===== src/rtl/tba_pkg.sv =====
// ----------------------------------------------------------------------------
// tba_pkg
// Shared types and constants for the transformed bounds accumulator:
// register indexes, axis count and the control group between the
// transform pipeline and the bounds stage.
// ----------------------------------------------------------------------------
package tba_pkg;

   // Number of coordinate axes
   localparam int NUM_AXES = 3;

   // Register indexes in the configuration map
   localparam int REG_IDX_W  = 3;
   localparam logic [REG_IDX_W-1:0] REG_ROW_X  = 3'd0;
   localparam logic [REG_IDX_W-1:0] REG_ROW_Y  = 3'd1;
   localparam logic [REG_IDX_W-1:0] REG_ROW_Z  = 3'd2;
   localparam logic [REG_IDX_W-1:0] REG_OFFS_X = 3'd3;
   localparam logic [REG_IDX_W-1:0] REG_OFFS_Y = 3'd4;
   localparam logic [REG_IDX_W-1:0] REG_OFFS_Z = 3'd5;

   // Control travelling with a transformed point
   typedef struct packed {
      logic valid;
      logic restart;
   } pt_ctl_type;

endpackage


===== src/rtl/tba_csr.sv =====
// ----------------------------------------------------------------------------
// tba_csr
// APB-style register file holding the three transform rows and the three
// translations. Reset loads the identity transform.
// ----------------------------------------------------------------------------
module tba_csr #(
   parameter int COORD_WIDTH = 32,
   parameter int COEFF_WIDTH = 16,
   parameter int CSR_DW      = 64,
   parameter int ADDR_LSB    = 3
) (
   input  logic                                                clock,
   input  logic                                                reset,
   input  logic                                                psel,
   input  logic                                                penable,
   input  logic                                                pwrite,
   input  logic [ADDR_LSB+tba_pkg::REG_IDX_W-1:0]              paddr,
   input  logic [CSR_DW-1:0]                                   pwdata,
   output logic [CSR_DW-1:0]                                   prdata,
   output logic                                                pready,
   output logic [tba_pkg::NUM_AXES-1:0][3*COEFF_WIDTH-1:0]     row_coeffs,
   output logic [tba_pkg::NUM_AXES-1:0][COORD_WIDTH-1:0]       offsets
);
   import tba_pkg::*;

   localparam int ROW_W = 3 * COEFF_WIDTH;
   // Q2.14-style unity in a coefficient slot
   localparam logic [ROW_W-1:0] UNITY = ROW_W'(1) << (COEFF_WIDTH - 2);

   logic [NUM_AXES-1:0][ROW_W-1:0]       row_ff, row_in;
   logic [NUM_AXES-1:0][COORD_WIDTH-1:0] offs_ff, offs_in;
   logic [REG_IDX_W-1:0]                 reg_idx;
   logic                                 wr_en;

   assign reg_idx = paddr[ADDR_LSB +: REG_IDX_W];
   assign wr_en   = psel && penable && pwrite;
   assign pready  = 1'b1;

   // Register write decode; unknown indexes are dropped
   always_comb begin
      row_in  = row_ff;
      offs_in = offs_ff;
      if (wr_en) begin
         unique case (reg_idx)
            REG_ROW_X:  row_in[0]  = pwdata[ROW_W-1:0];
            REG_ROW_Y:  row_in[1]  = pwdata[ROW_W-1:0];
            REG_ROW_Z:  row_in[2]  = pwdata[ROW_W-1:0];
            REG_OFFS_X: offs_in[0] = pwdata[COORD_WIDTH-1:0];
            REG_OFFS_Y: offs_in[1] = pwdata[COORD_WIDTH-1:0];
            REG_OFFS_Z: offs_in[2] = pwdata[COORD_WIDTH-1:0];
            default: ;
         endcase
      end
   end

   // Identity rows at reset: row r has unity in the slot for axis r
   always_ff @(posedge clock) begin
      if (reset) begin
         for (int r = 0; r < NUM_AXES; r++) begin
            row_ff[r]  <= UNITY << ((NUM_AXES - 1 - r) * COEFF_WIDTH);
            offs_ff[r] <= '0;
         end
      end else begin
         row_ff  <= row_in;
         offs_ff <= offs_in;
      end
   end

   // Read-back
   always_comb begin
      unique case (reg_idx)
         REG_ROW_X:  prdata = CSR_DW'(row_ff[0]);
         REG_ROW_Y:  prdata = CSR_DW'(row_ff[1]);
         REG_ROW_Z:  prdata = CSR_DW'(row_ff[2]);
         REG_OFFS_X: prdata = CSR_DW'(offs_ff[0]);
         REG_OFFS_Y: prdata = CSR_DW'(offs_ff[1]);
         REG_OFFS_Z: prdata = CSR_DW'(offs_ff[2]);
         default:    prdata = '0;
      endcase
   end

   assign row_coeffs = row_ff;
   assign offsets    = offs_ff;

endmodule


===== config.mk =====
export PLATFORM = sky130hd
export DESIGN_NAME = tba_csr
export DESIGN_NICKNAME = d
export VERILOG_FILES = /design/src/rtl/tba_pkg.sv /design/src/rtl/tba_csr.sv
export SDC_FILE = /design/constraint.sdc
export NUM_CORES = 1
export LEC_CHECK = 0
export CORE_AREA = 3 3 146 148
export CTS_BUF_LIST = sky130_fd_sc_hd__clkbuf_8
export DETAILED_ROUTE_END_ITERATION = 6
export DIE_AREA = 0 0 149 151
export DONT_BUFFER_PORTS = 1
export GPL_TIMING_DRIVEN = 1
export HOLD_SLACK_MARGIN = 0.12
export PLACE_DENSITY_LB_ADDON = 0.1
export SYNTH_ARGS = -nofsm -noshare
export SYNTH_HDL_FRONTEND = slang
export SYNTH_SLANG_ARGS = --single-unit

===== constraint.sdc =====
create_clock -name clock -period 1.4 [get_ports clock]
set_input_delay 0.14 -clock clock [delete_from_list [all_inputs] [get_ports clock]]
set_output_delay 0.14 -clock clock [all_outputs]
set_load 0.05 [all_outputs]

==> results of run 1 <==
==> cells by family after synthesis <==
family,after synthesis,synth area share (%)
AOI/OAI and AO/OA,205,11.1
buffers and inverters,125,6.00
DFF,240,41.6
muxes,271,24.4
other,2,0.0651
and+or+nand+nor,327,16.8
==> metrics by stage <==
| step | TNS [ns] | instances | cell area, um2 | setup WS, ns | utilization, % |
|---|---|---|---|---|---|
| 2_1_floorplan | -0.499 | 1185 | 12200 | -0.0559 | - |
| 3_3_place_gp | -18.70 | 1649 | 15100 | -0.287 | 74.6 |
| 3_5_place_dp | -21.17 | 1649 | 15100 | -0.324 | 74.6 |
| 4_1_cts | -14.60 | 1980 | 19100 | -0.499 | 94.7 |
==> timing repair <==
| item | in CTS |
|---|---|
| hold buffers | 253 |
| buffers inserted | 4 |
| setup endpoints to repair | 48 |
| resized for setup | 112 |
| cloned | 1 |
| hold endpoints to repair | 240 |
| pin swaps | 16 |
==> results.yml, run 1 <==
yosys:
  synth_area_leaders: "dfxtp_1 (42%), mux2i_1 (18%), nand2b_1 (13%)"
  synth_top_cell_by_area: "dfxtp_1"
  synthTopCellsByCount: "dfxtp_1 (240), nand2b_1 (238), mux2i_1 (207)"
  yosys_most_used_dff: "dfxtp_1"
  ys_seq_area_share_pct: 41.6
  synthCells: 1170
  async_flop_share_pct: 0
  syn-cell-area_um2: 11500
  yosysUniqueCellTypes: 34
  syn_area_per_cell_um2: 9.87
  yosysMostFrequentCell: "dfxtp_1"
  ys_warn_count: 0
  synth-edff-count: 0
  ys_ff_latch: 240
  synth.top_cell.area_share_pct: 41.6
placement:
  io_buffers: 0
  hpwlAfterDp_um: 25900
  gp_congestion: 0.840
sta:
  worstEpCategory: "output port"
  grt_repair_worst_endpoint: "prdata[23]"
clock_network:
  htreeDepth: 2
  clk_path_buf_depth: 3
  cts_buffers: 41
  cts.sink_count: 240
  cts_root_buffer: "clkbuf_8"
die:
  start_util_pct: 57.2
  floorplan.rows: 52
  io_pins: 380
  die_w_um: 149
  chipHeight_um: 151
status:
  status: "did not finish"
  error_line: "[ERROR DPL-0038] Utilization greater than 100%, impossible to legalize"
  lastStage: "5_1_grt"
grt:
  grt_max_degree: 199
==> run 2, diff against run 1 <==
==> config.mk (replaced) <==
export PLATFORM = sky130hd
export DESIGN_NAME = tba_csr
export DESIGN_NICKNAME = d
export VERILOG_FILES = /design/src/rtl/tba_pkg.sv /design/src/rtl/tba_csr.sv
export SDC_FILE = /design/constraint.sdc
export NUM_CORES = 1
export LEC_CHECK = 0
export CORE_MARGIN = 3
export CORE_UTILIZATION = 40
export DETAILED_ROUTE_END_ITERATION = 6
export DONT_BUFFER_PORTS = 1
export GPL_TIMING_DRIVEN = 1
export PLACE_DENSITY_LB_ADDON = 0.15
export SYNTH_ARGS = -nofsm -noshare
export SYNTH_HDL_FRONTEND = slang
export SYNTH_SLANG_ARGS = --single-unit
==> results.yml, run 2 <==
setup_path:
  ff2ff_path_depth: 4
  crit_buf_inv: 1
  cp_num_cells: 4
  cp.arrival_ns: 1.64
  crit_family: "compound AO/OA/AOI/OAI gates"
  critPathCaptureType: "primary output"
  path_cells: "mux2_2, a221oi_4, a21oi_4, buf_12"
  crit_slowest_cell: "dfxtp_2"
  cp_max_fo: 2
  cpPeakStageDelay_ns: 0.32
  criticalPathCategory: "flip-flop to primary output"
  cp-start-kind: "flip-flop"
  required_ns: 1.26
yosys:
  yosys_most_used_dff: "dfxtp_1"
  synth-edff-count: 0
  ys_warn_count: 0
  synthCells: 1170
  synth_area_leaders: "dfxtp_1 (42%), mux2i_1 (18%), nand2b_1 (13%)"
  synth_top_cell_by_area: "dfxtp_1"
  synth.top_cell.area_share_pct: 41.6
  async_flop_share_pct: 0
  syn_area_per_cell_um2: 9.87
  yosysMostFrequentCell: "dfxtp_1"
  syn-cell-area_um2: 11500
  ys_seq_area_share_pct: 41.6
  synthTopCellsByCount: "dfxtp_1 (240), nand2b_1 (238), mux2i_1 (207)"
  yosysUniqueCellTypes: 34
  ys_ff_latch: 240
sta:
  worst_pin_slew_ns: 1.17
  rsz0062_at_grt: "yes"
  tns_ns: -13.61
  setup_violations: 62
  final.period_utilization_pct: 127
  fin_ws_ns: -0.376
  drv_slew: 0
  clock.fmax_mhz: 563
  fin_crit_ns: 1.78
  hold_violations: 0
  maxSlewHeadroom_pct: 21.9
  finalClockSkew_ns: 0
  hold_slack_ns: 0.0630
die:
  die_w_um: 176
  chipHeight_um: 176
  design.core.area_um2: 28100
  design.die.area_um2: 30900
  floorplan.rows: 61
  io_pins: 380
  start_util_pct: 41.1
layout:
  final_common_cell: "nand2b_1"
  largest_register_ffs: 144
  syn2layout_area_growth_pct: 72.8
  final_cell_mix: "nand2b_1 (236), dlygate4sd3_1 (235), mux2i_1 (200), dfxtp_2 (175), buf_4 (118)"
  design_area_um2: 19900
  layout.nets: 1731
  layout-drive-gt1-share_pct: 44.9
routing:
  via_count: 11200
  routed_via_density: 5.45
  drc_errors: 0
  first_iter_violations: 660
  dr.pass1.iters: 4
  wl_per_cell_um: 23.1
  routed_wl_um: 47500
  ant_nets: 0
pwr:
  leakage_nw: 8.10
  switching_share_pct: 25.1
  cell_internal_pwr_mw: 11.5
  power_density_nw_per_um2: 768
  p_comb_share_pct: 11.3
  p_clk_share_pct: 43.5
  power_frac_seq_pct: 45.2
  irDropWorstVdd_mv: 0.809
  p_sw_mw: 3.85
job:
  drv_cap: 0
placement:
  io_buffers: 0
  gp_congestion: 0.795
  place_area_um2: 15200
  hpwlAfterDp_um: 26800
status:
  violations: "setup timing"
  status: "finished with violations"
grt:
  overflow: 0
  grt_pass1_vias: 12000
  grt_max_degree: 201
  track_usage_pct: 29.0
  grt_first_pass_wirelength_um: 70700
  antenna_found_initial: 1
clock_network:
  cts.sink_count: 240
  path_clk_slew_ns: 0.06
  cts_tree: "built"
  cts_buffers: 27
  clkLatencyLatePin_ns: 0.54
  cts_root_buffer: "clkbuf_16"
  clk_path_buf_depth: 3
  htreeDepth: 1
min_path:
  holdCritPathClass: "input port to flip-flop"
  min_path_cells: 3
run 2: final cells by class:
class	instances	area, um2
well taps	378	473
fillers	1966	8140
clock buffers	45	803
repair buffers	566	6350
inverters	1	3.75
multi-input cells	820	7280
flip-flops and latches	240	5020
diodes	1	2.50
run 2: timing repair:
item	4_1_cts	5_1_grt
pin swaps	9	25
hold endpoints to repair	240	17
buffers inserted	2	6
setup endpoints to repair	48	196
hold buffers	248	5
resized for setup	81	307
run 2: logic make-up after synthesis:
family	count (synthesis)	share of synthesized area, %
AND/OR/NAND/NOR	327	16.8
multiplexers	271	24.4
flip-flops	240	41.6
AO/OA/AOI/OAI	205	11.1
buffers and inverters	125	6.00
other	2	0.0651
run 2: power by group through the flow:
stage	Sequential [mW]	Clock (mW)	Combinational, mW
2_1_floorplan	7.24	0	0.959
3_3_place_gp	7.06	0	1.33
3_5_place_dp	7.06	0	1.34
4_1_cts	6.91	6.77	1.66
5_1_grt	6.93	7.04	1.80
6_report	6.92	6.65	1.73
run 2: worst paths after layout:
check / from / slack (ns) / end
setup / recovery: row_coeffs[97]$_SDFFE_PP0P_ / -0.38 / prdata[1]
hold / removal: paddr[5] / 0.06 / row_coeffs[31]$_SDFFE_PP0P_
setup reg to reg: offsets[13]$_SDFFE_PP0P_ / -0.08 / offsets[13]$_SDFFE_PP0P_
hold reg to reg: row_coeffs[139]$_SDFFE_PP0P_ / 0.64 / row_coeffs[139]$_SDFFE_PP0P_
run 2: metal layers:
layer	up-vias	global-route usage (%)	part of all wire (%)
li1	5089	-	-
met1	5572	34.8	40
met2	414	50.2	48
met3	100	7.80	8.0
met4	0	9.90	3.8
met5	-	0	0
run 2: per-stage QoR:
step	setup WS [ns]	utilization, %	total power, mW	instances
after floorplan	-0.0559	-	8.20	1185
after global placement	-0.203	54.2	8.39	1761
after detailed placement	-0.216	54.2	8.40	1761
after CTS	-0.379	67.8	15.3	2056
after global routing	-0.425	71.0	15.8	2051
final	-0.376	71.0	15.3	2051
run 2: tightest hold or removal path, cell delays in order:
cell and delay (ns):
nor3_2 0.06, buf_12 0.19, mux2i_1 0.14
Power figures use the tool's default switching activity.
