### src/rtl/tba_pkg.sv
// ----------------------------------------------------------------------------
// tba_pkg
// Shared types and constants for the transformed bounds accumulator:
// register indexes, axis count and the control group between the
// transform pipeline and the bounds stage.
// ----------------------------------------------------------------------------
package tba_pkg;

   // Number of coordinate axes
   localparam int NUM_AXES = 3;

   // Register indexes in the configuration map
   localparam int REG_IDX_W  = 3;
   localparam logic [REG_IDX_W-1:0] REG_ROW_X  = 3'd0;
   localparam logic [REG_IDX_W-1:0] REG_ROW_Y  = 3'd1;
   localparam logic [REG_IDX_W-1:0] REG_ROW_Z  = 3'd2;
   localparam logic [REG_IDX_W-1:0] REG_OFFS_X = 3'd3;
   localparam logic [REG_IDX_W-1:0] REG_OFFS_Y = 3'd4;
   localparam logic [REG_IDX_W-1:0] REG_OFFS_Z = 3'd5;

   // Control travelling with a transformed point
   typedef struct packed {
      logic valid;
      logic restart;
   } pt_ctl_type;

endpackage

### src/rtl/tba_rsp_if.sv
// ----------------------------------------------------------------------------
// tba_rsp_if
// Bounds channel: valid/ready handshake carrying the running per-axis
// minimum and maximum, one item per accepted vertex.
// ----------------------------------------------------------------------------
interface tba_rsp_if #(
   parameter int COORD_WIDTH = 32
);
   logic                          valid;
   logic                          ready;
   logic signed [COORD_WIDTH-1:0] low_x;
   logic signed [COORD_WIDTH-1:0] low_y;
   logic signed [COORD_WIDTH-1:0] low_z;
   logic signed [COORD_WIDTH-1:0] high_x;
   logic signed [COORD_WIDTH-1:0] high_y;
   logic signed [COORD_WIDTH-1:0] high_z;

   modport source (output valid, low_x, low_y, low_z, high_x, high_y, high_z, input ready);
   modport sink   (input valid, low_x, low_y, low_z, high_x, high_y, high_z, output ready);
endinterface

### src/rtl/tba_bounds.sv
// ----------------------------------------------------------------------------
// tba_bounds
// Running per-axis minimum and maximum. The bounds registers double as the
// result register: they change only when an item moves in.
// ----------------------------------------------------------------------------
module tba_bounds #(
   parameter int COORD_WIDTH = 32
) (
   input  logic                                          clock,
   input  logic                                          reset,
   input  tba_pkg::pt_ctl_type                           pt_ctl,
   input  logic [tba_pkg::NUM_AXES-1:0][COORD_WIDTH-1:0] pt_coord,
   output logic                                          pt_ready,
   tba_rsp_if.source                                     rsp_bus
);
   import tba_pkg::*;

   localparam logic [COORD_WIDTH-1:0] COORD_MAX = {1'b0, {(COORD_WIDTH-1){1'b1}}};
   localparam logic [COORD_WIDTH-1:0] COORD_MIN = {1'b1, {(COORD_WIDTH-1){1'b0}}};

   logic                                 out_vld_ff, out_vld_in;
   logic [NUM_AXES-1:0][COORD_WIDTH-1:0] low_ff, low_in, high_ff, high_in;
   logic [NUM_AXES-1:0][COORD_WIDTH-1:0] low_base, high_base;
   logic                                 take;

   assign pt_ready = !out_vld_ff || rsp_bus.ready;
   assign take     = pt_ready && pt_ctl.valid;

   // Restart folds the cleared bounds in ahead of this item's compare
   always_comb begin
      out_vld_in = pt_ready ? pt_ctl.valid : out_vld_ff;
      low_in     = low_ff;
      high_in    = high_ff;
      for (int a = 0; a < NUM_AXES; a++) begin
         low_base[a]  = pt_ctl.restart ? COORD_MAX : low_ff[a];
         high_base[a] = pt_ctl.restart ? COORD_MIN : high_ff[a];
         if (take) begin
            low_in[a]  = ($signed(pt_coord[a]) < $signed(low_base[a]))  ? pt_coord[a]
                                                                        : low_base[a];
            high_in[a] = ($signed(pt_coord[a]) > $signed(high_base[a])) ? pt_coord[a]
                                                                        : high_base[a];
         end
      end
   end

   always_ff @(posedge clock) begin
      if (reset) begin
         out_vld_ff <= 1'b0;
         for (int a = 0; a < NUM_AXES; a++) begin
            low_ff[a]  <= COORD_MAX;
            high_ff[a] <= COORD_MIN;
         end
      end else begin
         out_vld_ff <= out_vld_in;
         low_ff     <= low_in;
         high_ff    <= high_in;
      end
   end

   assign rsp_bus.valid  = out_vld_ff;
   assign rsp_bus.low_x  = low_ff[0];
   assign rsp_bus.low_y  = low_ff[1];
   assign rsp_bus.low_z  = low_ff[2];
   assign rsp_bus.high_x = high_ff[0];
   assign rsp_bus.high_y = high_ff[1];
   assign rsp_bus.high_z = high_ff[2];

endmodule

### src/flat_wrapper.sv
// flat-port wrapper written by rule: the top's interface ports become plain ports
module tba_bounds_flat import tba_pkg::*;
#(
   parameter int COORD_WIDTH = 32
)
  (clock, reset, pt_ctl, pt_coord, pt_ready, rsp_bus_valid, rsp_bus_low_x, rsp_bus_low_y, rsp_bus_low_z, rsp_bus_high_x, rsp_bus_high_y, rsp_bus_high_z, rsp_bus_ready);
  tba_rsp_if #(.COORD_WIDTH(COORD_WIDTH)) rsp_bus_i ();
  input  logic clock;
  input  logic reset;
  input  tba_pkg::pt_ctl_type pt_ctl;
  input  logic [tba_pkg::NUM_AXES-1:0][COORD_WIDTH-1:0] pt_coord;
  output logic pt_ready;
  output wire logic [$bits(rsp_bus_i.valid)-1:0] rsp_bus_valid;
  output wire logic [$bits(rsp_bus_i.low_x)-1:0] rsp_bus_low_x;
  output wire logic [$bits(rsp_bus_i.low_y)-1:0] rsp_bus_low_y;
  output wire logic [$bits(rsp_bus_i.low_z)-1:0] rsp_bus_low_z;
  output wire logic [$bits(rsp_bus_i.high_x)-1:0] rsp_bus_high_x;
  output wire logic [$bits(rsp_bus_i.high_y)-1:0] rsp_bus_high_y;
  output wire logic [$bits(rsp_bus_i.high_z)-1:0] rsp_bus_high_z;
  input wire logic [$bits(rsp_bus_i.ready)-1:0] rsp_bus_ready;
  assign rsp_bus_valid = rsp_bus_i.valid;
  assign rsp_bus_low_x = rsp_bus_i.low_x;
  assign rsp_bus_low_y = rsp_bus_i.low_y;
  assign rsp_bus_low_z = rsp_bus_i.low_z;
  assign rsp_bus_high_x = rsp_bus_i.high_x;
  assign rsp_bus_high_y = rsp_bus_i.high_y;
  assign rsp_bus_high_z = rsp_bus_i.high_z;
  assign rsp_bus_i.ready = rsp_bus_ready;
  tba_bounds #(.COORD_WIDTH(COORD_WIDTH)) u_core (.clock(clock), .reset(reset), .pt_ctl(pt_ctl), .pt_coord(pt_coord), .pt_ready(pt_ready), .rsp_bus(rsp_bus_i));
endmodule
### config.mk
export PLATFORM = sky130hd
export DESIGN_NAME = tba_bounds_flat
export DESIGN_NICKNAME = d
export VERILOG_FILES = /design/src/rtl/tba_pkg.sv /design/src/rtl/tba_rsp_if.sv /design/src/rtl/tba_bounds.sv /design/src/flat_wrapper.sv
export SDC_FILE = /design/constraint.sdc
export NUM_CORES = 1
export LEC_CHECK = 0
export ABC_AREA = 0
export BUFFER_PORTS_ARGS = -buffer_cell sky130_fd_sc_hd__buf_2
export CORE_MARGIN = 4
export CORE_UTILIZATION = 32
export DETAILED_ROUTE_END_ITERATION = 12
export GPL_TIMING_DRIVEN = 0
export PLACE_DENSITY_LB_ADDON = 0.3
export SLEW_MARGIN = 20
export SYNTH_ARGS = -nofsm -noshare
export SYNTH_HDL_FRONTEND = slang
export SYNTH_SLANG_ARGS = --single-unit
### constraint.sdc
create_clock -name clock -period 6.85 [get_ports clock]
set_clock_uncertainty 0.15 [all_clocks]
set_input_delay 1.0275 -clock clock [delete_from_list [all_inputs] [get_ports clock]]
set_output_delay 1.0275 -clock clock [all_outputs]
set_load 0.01 [all_outputs]
# [Word-level counts from Yosys, hierarchy flattened]
# Index checks and enable logic that the tools add are counted.
[totals] ff_bits=193 inputBits=101 word_cells=28
[classes] order_cmp=6 n_mux=12 n_reduce_logical=3
[ops] cell="$mux 32" n=12
[ops] cell="$gt 32x32->1" n=3
[ops] cell="$lt 32x32->1" n=3
[ops] cell="$logic_and 1x1->1" n=1
[ops] cell="$logic_not 1->1" n=1
[ops] cell="$logic_or 1x1->1" n=1

# [Longest topological paths before layout]
# Gate-level depths: netlist (run 1).
[depth] depth_word=3 depth_mapped=16 mapped_depth_nobuf=10

# [Worst setup path before layout (run 1)]
# Ideal clock, no wire load.
[synth_timing] path_kind="input -> register" start="input port pt_ctl[0] in the netlist's numbering" end="register u_core.low_ff, in the netlist u_core.rsp_bus.low_x[31]" arrival_ps=3905 t_required_ps=6575 slack_ps=2670 path_stages=15 path_buffers=5 cell_sequence="buf_4 > clkbuf_1 > clkbuf_1 > clkbuf_1 > nor2_1 > ha_1 > a21oi_1 > o21ai_1 > a2111oi_0 > a21oi_1 > o21ai_1 > nor2b_1 > mux2i_1 > buf_2 > o22ai_1"
[synth_between] elab_chain_cells=3
[synth_lines] element="start: declaration" line="flat_wrapper.sv:10" rtl="input tba_pkg::pt_ctl_type pt_ctl;"
[synth_lines] element="$mux 32 (*)" line="tba_bounds.sv:35" rtl="low_base[a] = pt_ctl.restart ? COORD_MAX : low_ff[a];"
[synth_lines] element="$lt 32x32->1" line="tba_bounds.sv:38" rtl="low_in[a] = ($signed(pt_coord[a]) < $signed(low_base[a])) ? pt_coord[a]"
[synth_lines] element="$mux 32 (*)" line="tba_bounds.sv:38"
[synth_lines] element="end signal: assignment" line="tba_bounds.sv:55" rtl="low_ff <= low_in;"
[synth_lines] element="end: declaration" line="tba_bounds.sv:22" rtl="logic [NUM_AXES-1:0][COORD_WIDTH-1:0] low_ff, low_in, high_ff, high_in;"
# Mark *: on every way between the ends. The rest lies on a longest branch, timed or not.
# A chain may end at the register's enable or synchronous reset.

# [Final worst setup path (run 1)]
[layout_timing] start="input port pt_ctl[0] in the netlist's numbering" end="register u_core.low_ff, in the netlist u_core.rsp_bus.low_x[26]"
# The elaborated chain is that of the path after synthesis.

==> results of run 1 <==
routing by layer:
layer	global-route usage [%]	vias up
li1	-	5214
met1	25.0	5012
met2	31.0	247
met3	4.97	30
met4	4.03	2
met5	0	-
cell families (layout without fill, tap and decap cells):
family	after synthesis	count (layout)	synth area share, %
AND/OR/NAND/NOR	402	402	17.4
AO/OA/AOI/OAI	336	336	21.7
flip-flops	193	193	33.5
adder cells (fa/ha/maj)	189	189	20.5
buffers and inverters	83	408	3.76
multiplexers	35	35	3.08
XOR/XNOR	1	1	0.0759
other	0	3	0
area by class of cell:
| type | instances | area, µm² |
|---|---|---|
| diodes | 3 | 7.51 |
| plain buffers | 68 | 378 |
| clock buffers | 19 | 443 |
| clock inverters | 13 | 173 |
| fillers | 3617 | 21400 |
| inverters | 15 | 56.3 |
| multi-input cells | 963 | 7240 |
| flip-flops and latches | 193 | 3860 |
| well taps | 461 | 577 |
| repair buffers | 293 | 1470 |
cells in the final DEF (no fill, tap or decap), types with 9 or more instances in the layout:
| cell | n |
|---|---|
| buf_2 | 310 |
| dfxtp_1 | 193 |
| ha_1 | 189 |
| nor2_1 | 178 |
| nand2b_1 | 101 |
| a22o_1 | 93 |
| a21oi_1 | 67 |
| o22a_1 | 62 |
| a21o_1 | 39 |
| nand2_1 | 38 |
| clkbuf_1 | 35 |
| mux2i_1 | 34 |
| nand4_1 | 27 |
| o21ai_0 | 17 |
| clkbuf_16 | 17 |
| inv_1 | 15 |
| o21ai_1 | 15 |
| nor2b_1 | 10 |
| nor3_1 | 10 |
| buf_6 | 10 |
| nand3_1 | 9 |
| a211oi_1 | 9 |
registers in the layout (all words and copies together) (netlist names):
name and count:
u_core.rsp_bus.low_z 32, u_core.rsp_bus.high_z 32, u_core.rsp_bus.valid 1, u_core.rsp_bus.high_y 32
u_core.rsp_bus.low_x 32, u_core.rsp_bus.high_x 32, u_core.rsp_bus.low_y 32
Yosys cell counts, types with 2 or more instances:
master and count:
or2_1 3, nand2b_1 101, o22a_1 62, o21ai_0 17, a22o_1 93, nand3_1 9, and3_1 3, nand4_1 27
and4_1 5, ha_1 189, and2_1 3, nor2_1 178, or4_1 2, a22oi_1 3, a2111oi_0 2, o21ai_1 15
o31ai_1 2, nor3b_1 3, nor4_1 4, nor2b_1 10, clkbuf_1 34, buf_4 7, dfxtp_1 193, nor3_1 10
inv_1 15, a21o_1 39, buf_6 10, o21a_1 3, a211oi_1 9, a211o_1 4, o211ai_1 4, a221oi_1 4
buf_2 17, mux2i_1 34, o22ai_1 2, a21oi_1 67, nand2_1 38
worst max-delay path: cells and delay by family:
family / cells / cell delay (ps)
buffers and inverters: 5 / 2010
AND/OR/NAND/NOR: 2 / 290
AO/OA/AOI/OAI: 6 / 1360
adder cells (fa/ha/maj): 1 / 300
multiplexers: 1 / 560
worst paths after layout:
check	start	cells after the start	slack (ps)	endpoint
setup / recovery	pt_ctl[0]	15	1540	u_core.rsp_bus.low_x[26]
hold / removal	u_core.rsp_bus.high_y[31]	2	340	u_core.rsp_bus.high_y[31]
setup reg to reg	u_core.rsp_bus.low_x[11]	11	3450	u_core.rsp_bus.low_x[26]
hold reg to reg	u_core.rsp_bus.high_y[31]	2	340	u_core.rsp_bus.high_y[31]
power groups by stage:
stage	Clock (mW)	Combinational, mW	Sequential [mW]
3_5_place_dp	0	0.646	1.29
6_report	1.09	0.642	1.27
3_3_place_gp	0	0.635	1.29
2_1_floorplan	0	0.346	1.32
4_1_cts	1.12	0.650	1.27
5_1_grt	1.15	0.718	1.28
stage by stage:
| step | setup slack (ps) | hold slack, ps |
|---|---|---|
| floorplan | 2670 | 341 |
| global placement | 1010 | 314 |
| detailed placement | 1020 | 325 |
| CTS | 1500 | 337 |
| global route | 995 | 354 |
| finish | 1540 | 339 |
==> results.sh, run 1 <==
export IMPL_area_growth_synth_to_final_pct=23.1
export IMPL_route_detailed_vias_per_inst=5.18
export IMPL_worst_path_max_fanout=10
export IMPL_final_area_um2=14200
export IMPL_timing_critical_path_mode_cell="clkbuf_1"
export IMPL_clkPwrFrac_pct=36.3
export IMPL_yosys_top_cells_area="dfxtp_1, ha_1, a22o_1, nor2_1, nand2b_1"
export IMPL_post_layout_nonfiller_instances=2028
export IMPL_synth_area_per_cell_um2=9.31
export IMPL_gp_congestion=0.828
export IMPL_tightestPinTransition_ps=860
export IMPL_synth_largest_area_cell="dfxtp_1"
export IMPL_core_area_um2=35600
export IMPL_critical_path_cell_chain="buf_4 > clkbuf_1 > clkbuf_1 > clkbuf_1 > nor2_1 > ha_1 > a21oi_1 > o21ai_1 > a2111oi_0 > a21oi_1 > o21ai_1 > nor2b_1 > mux2i_1 > buf_2 > o22a_1"
export IMPL_ctsResizeCount=0
export IMPL_cts_setup_buffers=0
export IMPL_mappedNetlistArea_um2=11500
export IMPL_detail_route_antenna_nets=0
export IMPL_routedWlPerCell_um=18.6
export IMPL_worst_setup_path_end_kind="register"
export IMPL_p_int_mw=2.07
export IMPL_grt_start_max_net_pins=18
export IMPL_synth_cell_types=55
export IMPL_topRoutingLayerUsed="met5"
export IMPL_dieWidth_um=198
export IMPL_outcome="finished, final reports clean"
export IMPL_dp_hpwl_mm=30.1
export IMPL_drtPass1Iterations=7
export IMPL_hold_viol=0
export IMPL_max_slew_margin_rel_pct=42.6
export IMPL_period_utilization_pct=77.6
export IMPL_synth_ff_latch_count=193
export IMPL_sequentialPowerShare_pct=42.3
export IMPL_finalWirelength_mm=37.8
export IMPL_final_core_util_pct=39.9
export IMPL_detail_route_iter0_violations=471
export IMPL_worst_path_largest_cell_delay_ps=690
export IMPL_start_util_pct=32.4
export IMPL_post_cts_hold_buffer_count=0
export IMPL_met3WireLength_mm=2.37
export IMPL_crit_required_ps=7100
export IMPL_total_leakage_power_nw=6.44
export IMPL_place_detailed_instances=1993
export IMPL_final_layout_net_count=1841
export IMPL_initial_antenna_violation_count=4
export IMPL_htree_levels=4
export IMPL_first_global_vias=10300
export IMPL_p_switching_mw=0.934
export IMPL_synth_top_cell_area_share_pct=33.5
export IMPL_boundaryPins=295
export IMPL_postSynth_topFlopCell="dfxtp_1"
export IMPL_crit_path_top_delay_cell="clkbuf_1"
export IMPL_maxCapViolCount=0
export IMPL_synthesis_yosys_warnings=0
export IMPL_synth_net_count=1529
export IMPL_globalRoute_totalOverflow=0
export IMPL_cts_tree="done"
export IMPL_async_flop_share_pct=0
export IMPL_dieHeight_um=198
export IMPL_worst_ir_drop_vdd_uv=176
export IMPL_final_power_mw=3.00
export IMPL_syn_instance_count=1239
export IMPL_m1WireLength_mm=17.3
export IMPL_place_port_buffers=293
export IMPL_power_per_cell_area_nw_per_um2=211
export IMPL_critical_path_class="primary input to register"
export IMPL_grt_use_total_pct=18.9
export IMPL_cts_num_sinks=193
export IMPL_combinationalPowerShare_pct=21.4
export IMPL_post_synth_edffs=0
export IMPL_holdCritPathClass="register to register"
export IMPL_drive_gt1_share_pct=23.5
export IMPL_synth_seq_area_share_pct=33.5
export IMPL_crit_arrival_ps=5560
export IMPL_dr_total_vias=10500
export IMPL_dpl_cell_area_um2=13600
export IMPL_cts_root_buf="clkbuf_16"
export IMPL_detailroute_wirelength_met2_mm=17.6
export IMPL_rsz0062_at_grt="false"
export IMPL_worst_setup_path_start_kind="primary input"
export IMPL_min_clock_period_post_route_ps=5310
export IMPL_placementRows=69
export IMPL_power_share_switching_pct=31.1
export IMPL_clockBufferDepth=2
export IMPL_worstSkewPairLatency_ps=460
export IMPL_cts_inserted_buffers=17
export IMPL_die_area_um2=39200
export IMPL_grt_first_pass_wirelength_mm=58.2
export IMPL_report_final_slew_viol_count=0
export IMPL_timing_fmax_mhz=188
export IMPL_path_clk_slew_ps=80
export IMPL_final_setup_tns_ps=0
export IMPL_setup_violations=0
export IMPL_route_detailed_drc=0
(Power assumes the default switching activity.)
==> run 2, diff against run 1 <==
Settings changed: ABC_AREA 0 to 1.
Clock period 6.85 ns to 4.9 ns, I/O delays scaled along.
==> results.sh, run 2 <==
export IMPL_outcome="finished, final reports clean"
export IMPL_slack_of_the_worst_reg_to_reg_path_ps=1910
export IMPL_async_flop_share_pct=0
export IMPL_syn_instance_count=2198
export IMPL_minimum_setup_slack_after_placement_ps=-111
export IMPL_final_common_cell="nand2_1"
export IMPL_holdCritPathClass="register to register"
export IMPL_detail_route_iter0_violations=1197
export IMPL_synth_top_cells_by_count="nand2_1, a21oi_1, nand3_1"
export IMPL_start_util_pct=32.7
export IMPL_multi_input_combinational_cell_area_um2=9250
export IMPL_timing_fmax_mhz=222
export IMPL_route_detailed_vias_per_inst=5.19
export IMPL_grt_use_total_pct=23.1
export IMPL_rsz0062_at_grt="false"
export IMPL_detail_route_antenna_nets=0
export IMPL_place_port_buffers=292
export IMPL_dieHeight_um=219
export IMPL_total_leakage_power_nw=8.18
export IMPL_placementRows=76
export IMPL_worstSkewPairLatency_ps=510
export IMPL_dieWidth_um=219
export IMPL_power_per_cell_area_nw_per_um2=297
export IMPL_place_detailed_instances=3075
export IMPL_grt_first_pass_wirelength_mm=86.4
export IMPL_worstReg2RegEnd="u_core.rsp_bus.high_z[18]"
export IMPL_cts_num_sinks=193
export IMPL_setup_slack_ps=403
export IMPL_cts_tree="done"
export IMPL_core_area_um2=43500
export IMPL_gp_congestion=0.931
export IMPL_period_utilization_pct=91.8
export IMPL_dpl_cell_area_um2=16400
export IMPL_route_detailed_drc=0
export IMPL_post_synth_edffs=0
export IMPL_r2r_cells=7
export IMPL_final_layout_net_count=2799
export IMPL_initial_antenna_violation_count=4
export IMPL_synthSimpleGateAreaFrac_pct=36.3
export IMPL_cts_setup_buffers=0
export IMPL_synth_seq_area_share_pct=27.2
export IMPL_synth_net_count=2488
export IMPL_multiplexer_area_fraction_after_synthesis_pct=0
export IMPL_timing_rr_start="u_core.rsp_bus.valid"
export IMPL_setup_violations=0
export IMPL_critical_path_class="primary input to register"
export IMPL_first_global_vias=15400
export IMPL_synth_top_cell_area_share_pct=27.2
export IMPL_synthesis_yosys_warnings=0
export IMPL_ctsResizeCount=0
export IMPL_path_clk_slew_ps=70
export IMPL_report_final_slew_viol_count=0
export IMPL_final_setup_tns_ps=0
export IMPL_crit_required_ps=5120
export IMPL_maxCapViolCount=0
export IMPL_synth_largest_area_cell="dfxtp_1"
export IMPL_htree_levels=4
export IMPL_synth_fa_ha_area_share_pct=16.6
export IMPL_seqCellArea_um2=3860
export IMPL_drtPass1Iterations=5
export IMPL_final_core_util_pct=39.2
export IMPL_nFillCells=4733
export IMPL_post_layout_nonfiller_instances=3109
export IMPL_boundaryPins=295
export IMPL_max_slew_margin_rel_pct=24.4
export IMPL_min_clock_period_post_route_ps=4500
export IMPL_area_growth_synth_to_final_pct=19.8
export IMPL_mappedNetlistArea_um2=14200
export IMPL_hold_viol=0
export IMPL_crit_start="pt_ctl[0]"
export IMPL_worst_ir_drop_vdd_uv=197
export IMPL_synth_area_per_cell_um2=6.47
export IMPL_synth_cell_types=29
export IMPL_combinational_family_with_the_most_area_after_synthesis="simple AND/OR/NAND/NOR gates"
export IMPL_crit_arrival_ps=4720
export IMPL_postSynth_topFlopCell="dfxtp_1"
export IMPL_yosys_cell_count_top_type="nand2_1"
export IMPL_tightestPinTransition_ps=1130
export IMPL_worst_setup_path_end_kind="register"
export IMPL_post_cts_hold_buffer_count=0
export IMPL_clockBufferDepth=2
export IMPL_worst_path_max_fanout=10
export IMPL_yosys_top_cells_area="dfxtp_1, nand2_1, ha_1, a21oi_1, nand3_1"
export IMPL_most_common_layout_cells="nand2_1, buf_2, a21oi_1"
export IMPL_critical_path_endpoint="u_core.rsp_bus.high_z[16]"
export IMPL_area_share_of_xor_xnor_cells_in_the_synthesized_design_pct=0
export IMPL_drive_gt1_share_pct=15.6
export IMPL_cts_inserted_buffers=17
export IMPL_dr_total_vias=16100
export IMPL_grt_start_max_net_pins=17
export IMPL_final_area_um2=17000
export IMPL_routedWlPerCell_um=18.1
export IMPL_dp_hpwl_mm=44.3
export IMPL_finalWirelength_mm=56.3
export IMPL_synth_ff_latch_count=193
export IMPL_die_area_um2=47900
export IMPL_worst_setup_path_start_kind="primary input"
export IMPL_globalRoute_totalOverflow=0
export IMPL_compound_cell_area_share_of_the_yosys_netlist_pct=12.2
export IMPL_cts_root_buf="clkbuf_16"
## run 2: where the power goes
group          total (mW)  internal [mW]  switching (mW)
Combinational        1.63          0.569            1.06
Clock                1.57          0.844           0.724
Sequential           1.86           1.72           0.136
Total                5.06           3.13            1.93
## run 2: metrics by stage
| stage | hold WS (ps) | total power, mW |
|---|---|---|
| after floorplan | 352 | 2.90 |
| after global placement | 315 | 3.49 |
| after detailed placement | 322 | 3.52 |
| after CTS | 311 | 5.10 |
| after global routing | 353 | 5.37 |
| final | 333 | 5.06 |
## run 2: critical path, stage by stage
cell and delay, ps:
buf_2 230, clkinv_1 160, clkbuf_1 580, buf_1 700
nand2_1 230, ha_1 350, a21oi_1 130, nor2_1 50
nor3_1 170, nand2_1 120, nand2_1 70, nand2_1 50
nand2_1 100, nand2_1 80, nand2_2 130, clkbuf_1 430
nand4_1 180, nand3_1 120, a21oi_1 60
## run 2: cell type report
cell class                      count  share of cell area, %
Sequential cell                   193                   22.7
Clock buffer                       20                   2.74
Inverter                          142                   3.13
Antenna cell                        2                 0.0294
Clock inverter                     12                  0.910
Timing Repair Buffer              292                   8.58
Multi-Input combinational cell   1726                   54.3
Buffer                            137                   3.36
Tap cell                          585                   4.30
## run 2: kinds of logic (layout without fill, tap and decap cells)
kind of cell               Yosys count  after routing
adders and majority gates          189            189
AOI/OAI and AO/OA                  338            338
and+or+nand+nor                   1199           1199
other                                0              2
DFF                                193            193
buffers and inverters              279            603
## run 2: worst min path at each step
stage                              start                         to  cells after the start
4_1_cts                     pt_coord[31]  u_core.rsp_bus.high_x[31]                      3
3_5_place_dp    u_core.rsp_bus.high_y[1]   u_core.rsp_bus.high_y[1]                      2
6_report       u_core.rsp_bus.high_x[17]  u_core.rsp_bus.high_x[17]                      2
5_1_grt        u_core.rsp_bus.high_x[27]  u_core.rsp_bus.high_x[27]                      2
2_1_floorplan   u_core.rsp_bus.high_x[0]   u_core.rsp_bus.high_x[0]                      2
3_3_place_gp   u_core.rsp_bus.high_z[27]  u_core.rsp_bus.high_z[27]                      2
## run 2: per-layer routing
layer	vias up	share of wire, %	routed length, µm	global-route usage, %
met5	-	0.037	21	0
met4	4	2.9	1620	7.69
met3	80	7.0	3950	5.58
met2	501	46	25900	37.8
met1	7533	44	24800	30.0
li1	8026	-	-	-
